File: src/hw/rtl/hgia_pkg.sv
`timescale 1ns / 1ps
package hgia_pkg;

    localparam int KEY_W     = 64;
    localparam int OLD_W     = 12;
    localparam int GID_W     = 12;
    localparam int FIRST_W   = 33;
    localparam int COUNT_W   = 13;
    localparam int CFG_AW    = 2;
    localparam int CFG_DW    = 32;
    localparam int S_DATA_W  = 80;
    localparam int M_DATA_W  = 64;

    localparam logic [KEY_W-1:0] HASH_MULT = 64'h9E37_79B9_7F4A_7C15;

    localparam logic [CFG_AW-1:0] CFG_ORDER_MODE     = 2'd0;
    localparam logic [CFG_AW-1:0] CFG_USE_OLD_GROUPS = 2'd1;
    localparam logic [CFG_AW-1:0] CFG_POSITION_BASE  = 2'd2;

    typedef enum logic [3:0] {
        S_CLEAR,
        S_IDLE,
        S_HASH,
        S_HEAD,
        S_LINK,
        S_ENT,
        S_GRP,
        S_UPD,
        S_DONE
    } t_state;

    typedef enum logic [2:0] {
        H_IDLE,
        H_MUL,
        H_MIX,
        H_PROD,
        H_SUM,
        H_REM,
        H_FIX
    } t_hash_state;

endpackage

File: src/hw/rtl/hgia_hash.sv
`timescale 1ns / 1ps
module hgia_hash import hgia_pkg::*; #(
    parameter int HASH_BUCKETS = 1024
) (
    input  logic                            i_clk,
    input  logic                            i_rst_n,
    input  logic                            i_start,
    input  logic [KEY_W-1:0]                i_key,
    output logic                            o_done,
    output logic [$clog2(HASH_BUCKETS)-1:0] o_bucket
);

    localparam int          BW        = $clog2(HASH_BUCKETS);
    localparam int          HS_W      = 48;
    localparam bit          IS_POW2   = (HASH_BUCKETS & (HASH_BUCKETS - 1)) == 0;
    // reciprocal of the bucket count, scaled by 2^(HS_W + BW)
    localparam logic [69:0] RECIP_ONE = 70'd1 << (HS_W + BW);
    localparam logic [48:0] RECIP     = 49'(RECIP_ONE / 70'(HASH_BUCKETS));
    localparam logic [BW:0] NB        = (BW+1)'(HASH_BUCKETS);

    t_hash_state        r_state, n_state;
    logic [KEY_W-1:0]   r_key;
    logic [63:0]        r_p0;
    logic [31:0]        r_p1, r_p2;
    logic [HS_W-1:0]    r_hs;
    logic [48:0]        r_q00, r_q10;
    logic [47:0]        r_q01, r_q11;
    logic [BW:0]        r_qlo;
    logic [BW:0]        r_rem;
    logic [BW-1:0]      r_bkt;
    logic               r_done;

    logic [63:0]        w_h, w_hm;
    logic [96:0]        w_prod;
    logic               w_complete;

    assign w_h  = r_p0 + {r_p1 + r_p2, 32'b0};
    assign w_hm = w_h ^ (w_h >> 29);

    // the estimated quotient is low by at most one: one conditional subtract finishes
    assign w_prod = {r_q11, 49'b0} + 97'({r_q10, 24'b0}) + 97'({r_q01, 25'b0})
                  + 97'(r_q00);

    always_comb begin
        n_state = r_state;
        unique case (r_state)
            H_IDLE: if (i_start) n_state = H_MUL;
            H_MUL:  n_state = H_MIX;
            H_MIX:  n_state = IS_POW2 ? H_IDLE : H_PROD;
            H_PROD: n_state = H_SUM;
            H_SUM:  n_state = H_REM;
            H_REM:  n_state = H_FIX;
            H_FIX:  n_state = H_IDLE;
            default: n_state = H_IDLE;
        endcase
    end

    always_comb begin
        w_complete = 1'b0;
        unique case (r_state)
            H_MIX:   w_complete = IS_POW2;
            H_FIX:   w_complete = 1'b1;
            default: w_complete = 1'b0;
        endcase
    end

    always_ff @(posedge i_clk) begin
        if (!i_rst_n) begin
            r_state <= H_IDLE;
            r_done  <= 1'b0;
        end else begin
            r_state <= n_state;
            r_done  <= w_complete;
        end
    end

    always_ff @(posedge i_clk) begin
        if (r_state == H_IDLE && i_start) begin
            r_key <= i_key;
        end
        if (r_state == H_MUL) begin
            r_p0 <= r_key[31:0] * HASH_MULT[31:0];
            r_p1 <= 32'(r_key[31:0] * HASH_MULT[63:32]);
            r_p2 <= 32'(r_key[63:32] * HASH_MULT[31:0]);
        end
        if (r_state == H_MIX) begin
            r_hs  <= w_hm[63:16];
            r_bkt <= w_hm[16 +: BW];
        end
        if (r_state == H_PROD) begin
            r_q00 <= r_hs[23:0] * RECIP[24:0];
            r_q01 <= r_hs[23:0] * RECIP[48:25];
            r_q10 <= r_hs[47:24] * RECIP[24:0];
            r_q11 <= r_hs[47:24] * RECIP[48:25];
        end
        if (r_state == H_SUM) begin
            r_qlo <= w_prod[HS_W + BW +: BW + 1];
        end
        // only the low bits matter: the remainder stays below twice the bucket count
        if (r_state == H_REM) begin
            r_rem <= r_hs[BW:0] - (BW+1)'(r_qlo * NB);
        end
        if (r_state == H_FIX) begin
            r_bkt <= (r_rem >= NB) ? BW'(r_rem - NB) : r_rem[BW-1:0];
        end
    end

    assign o_done   = r_done;
    assign o_bucket = r_bkt;

endmodule

File: config.mk
export PLATFORM = sky130hd
export DESIGN_NAME = hgia_hash
export DESIGN_NICKNAME = d
export VERILOG_FILES = /design/src/hw/rtl/hgia_pkg.sv /design/src/hw/rtl/hgia_hash.sv
export SDC_FILE = /design/constraint.sdc
export NUM_CORES = 2
export LEC_CHECK = 0
export BUFFER_PORTS_ARGS = -buffer_cell sky130_fd_sc_hd__buf_4
export CORE_ASPECT_RATIO = 2
export CORE_MARGIN = 2
export CORE_UTILIZATION = 50
export CTS_CLUSTER_DIAMETER = 80
export DETAILED_ROUTE_END_ITERATION = 10
export GPL_TIMING_DRIVEN = 0
export PLACE_DENSITY = 0.63
export RECOVER_POWER = 25
export SYNTH_ARGS = -nofsm -noshare
export SYNTH_HDL_FRONTEND = slang
export SYNTH_SLANG_ARGS = --single-unit
File: constraint.sdc
create_clock -name i_clk -period 7.9 [get_ports i_clk]
set_input_delay 0.395 -clock i_clk [delete_from_list [all_inputs] [get_ports i_clk]]
set_output_delay 0.395 -clock i_clk [all_outputs]
set_load 0.01 [all_outputs]
==> key figures <==
Die
  – Core area: just under 0.06 mm^2
  – Chip Width: 174 um
  – Die ar.: 0.0602 mm^2
  – Die Ht: about 340 um
  – FP Rows: between 100 and 150
  – Io pins: 78
  – Starting Density: 0.504

Timing
  – Unrepaired setup endpoints after global routing: no
  – Final-report max-slew violation count: 0
  – Final Cycle Share: 0.983
  – Fin Hold WS: between 0.1 and 0.15 ns
  – Max Freq: around 130 MHz
  – Worst-margin pin slew: roughly 0.84 ns
  – Final Hold Viols: 0
  – Clock Skews: 0.0258 ns
  – Final worst slack: around 0.13 ns
  – Final setup viols: 0
  – Final min period: about 7.8 ns
  – Slew margin rel.: 0.440

Worst setup path
  – R2R Path End: r_p0[53]
  – Crit path capture type: flop
  – Critical path type: flop to flop
  – FF-to-FF setup slack: between 0.1 and 0.15 ns
  – RR Startpoint: r_key[0]
  – Arrival time at the worst endpoint: 7.97 ns
  – R2R depth: 24
  – Worst Setup Start Kind: flop
  – Crit-path max FO: 4
  – Worst Path Required: ~8 ns

Routing
  – DR iter-0 viols: 807
  – Vias per cell: 5.21
  – WL final: 74800 um
  – ANT nets after route: 0
  – Vias: 17.9k
  – DR pass1 iterations: 5
  – Wire length per cell: 21.8 um
  – Residual DRC: 0

Synth
  – Largest family of logic cells by synthesized area: adder cells
  – Synth unique cells: 62
  – Most frequent cell after synthesis: inv_1
  – Synth Area in Simple Gates: 0.0326
  – Syn Std Cell Area: 0.0291 mm^2
  – Synth Area in Adders: 0.601
  – Synthesis Warnings: 0
  – Yosys reg bits: approximately 170
  – Multiplexer share of the synthesized area: 0.00422
  – Post-synth top area cell: fa_1
  – Yosys top cell area share: 0.364
  – Compound-gate portion of the synthesized area: 0.0518
  – Syn_nets: ~3.7k
  – Synth area leaders: fa_1, ha_1, edfxtp_1
  – Synth Instances: 2518
  – Register area share after synthesis: 0.172
  – Ys flop type: edfxtp_1
  – Post-Synth XOR/XNOR Area: 0.0482
  – Mean Syn Cell Area: 11.5 um^2
  – EDFF count, synth: roughly 160
  – Top cells by count, synth: inv_1, ha_1, fa_1
  – Asr flop ratio synth: 0

Global routing
  – Initial antenna violation count: 0
  – GRT Util Overall: 0.267
  – Vias in the first global route: 20.0k
  – Largest net degree at the start of global routing: 17
  – Total global routing overflow: 0
  – First-pass GRT wire length: ~120000 um

Outcome
  – Status: finished, final reports clean

Cells and area
  – FILL cells: 5123
  – Layout area overhead: 8.51%
  – Share of layout cells above drive strength 1: 0.0659
  – ANT cells: 0
  – Post-layout nets: 3803

CTS
  – Clock Latency Late Sink: around 0.48 ns
  – CTS Buf Count: 17
  – Clk buf depth: 2
  – CTS tree: done
  – CTS H-tree lvls: 4
  – Root buffer cell: clkbuf_16
  – Clock sink count: 168
  – Clock transition at path regs: around 0.09 ns

Hold path
  – Worst Hold End: r_key[15]
  – Hold Crit Depth: 1
  – HP Class: input port to flop
  – Hold path startpoint: i_key[15]

Placed design
  – Pre-CTS setup slack: -0.686 ns
  – HPWL after DPL: 64900 um
  – Count of input and output buffers: a little under 70
  – Routability Congestion: 0.968

Run
  – Maxcap violations: 0
==> per-stage QoR <==
stage / instance area (um^2) / instances / util / setup TNS [ns]
CTS: 31500 / 3425 / 0.546 / 0
detailed placement: 30700 / 3362 / 0.532 / -7.88
global placement: 30500 / 3348 / 0.529 / -332.44
floorplan: 29100 / 2518 / - / 0
finish: 31500 / 3431 / 0.546 / 0
global route: 31500 / 3431 / 0.546 / 0
==> routing by layer <==
| layer | global-route usage | part of all wire | up-vias |
|---|---|---|---|
| met2 | 0.468 | 0.51 | 354 |
| met3 | 0.0290 | 0.033 | 148 |
| met4 | 0.151 | 0.064 | 0 |
| met1 | 0.321 | 0.39 | 9076 |
| met5 | 0 | 0 | - |
| li1 | - | - | 8300 |
==> registers in the layout, summed over array words and instances (netlist names) <==
name and cells:
r_key 55, r_p0 33, r_p1 23, r_p2 23, o_bucket 10, r_hs 10
r_rem 10, r_state 3, o_done 1
==> worst max path at each step <==
stage                    start  slack, ns  depth (start not counted)        end
floorplan             r_key[0]       0.88                         22   r_p0[49]
global placement    r_state[2]      -3.58                          2  r_key[30]
detailed placement    r_key[0]      -0.69                         22   r_p0[54]
CTS                   r_key[5]       0.03                         23   r_p0[49]
global route          r_key[1]      0.004                         25   r_p0[53]
finish                r_key[0]       0.13                         24   r_p0[53]
==> cells by family after synthesis <==
kind of cell             after synthesis
multiplexers                          11
adder cells (fa/ha/maj)             1078
AND/OR/NAND/NOR                      183
buffers and inverters                700
XOR/XNOR                             160
flip-flops                           168
AO/OA/AOI/OAI                        218
==> worst max-delay path, stage by stage (launching register included) <==
cell and delay (ns):
edfxtp_1 0.57, fa_2 0.77, inv_2 0.12, fa_1 0.57
inv_1 0.06, fa_1 0.50, fa_2 0.60, fa_1 0.45
fa_1 0.46, fa_1 0.50, inv_1 0.06, fa_1 0.51
inv_1 0.04, ha_1 0.30, nand3_1 0.13, nor2_1 0.09
a221oi_4 0.42, buf_4 0.19, a211oi_2 0.07, a211oi_4 0.23
buf_4 0.19, nor2_4 0.06, a311oi_2 0.32, o21bai_1 0.11
xor2_1 0.17
==> placed cells by master (no fill, tap or decap), types with 6 or more instances in the layout <==
master,Yosys,layout
a211oi_1,13,13
a21o_1,28,28
a21oi_1,66,66
a31oi_1,12,12
and2_1,11,10
and3_1,12,12
buf_4,0,48
clkbuf_1,2,15
clkbuf_16,0,17
clkbuf_4,0,52
edfxtp_1,164,164
fa_1,528,522
fa_2,0,6
ha_1,550,550
inv_1,698,697
mux2_2,10,10
nand2_1,31,31
nand2b_1,9,9
nand3_1,26,26
nand4_1,7,7
nor2_1,37,37
nor2b_1,11,11
nor3_1,16,15
o211ai_1,6,6
o21a_1,9,9
o21ai_0,30,29
o21bai_1,11,11
or3_1,6,6
xnor2_1,122,122
xor2_1,38,37
==> repair_timing <==
action | 4_1_cts | 5_1_grt
pin swaps | 2 | 7
hold buffers | 0 | 0
endpoints found under the setup margin | 23 | 10
gates resized for setup | 3 | 8
setup buffers | 33 | 6
==> cell type report <==
class	instances	area, um^2	share of cell area
multi-input cells	1650	21500	0.681
flip-flops and latches	168	5000	0.159
repair buffers	121	926	0.0294
well taps	762	953	0.0302
clock buffers	18	429	0.0136
clock inverters	12	120	0.00381
inverters	698	2620	0.0831
plain buffers	2	7.51	0.000238
Power is not shown: default switching activity piles up to over one toggle a cycle in this logic, so the estimate is an artifact.
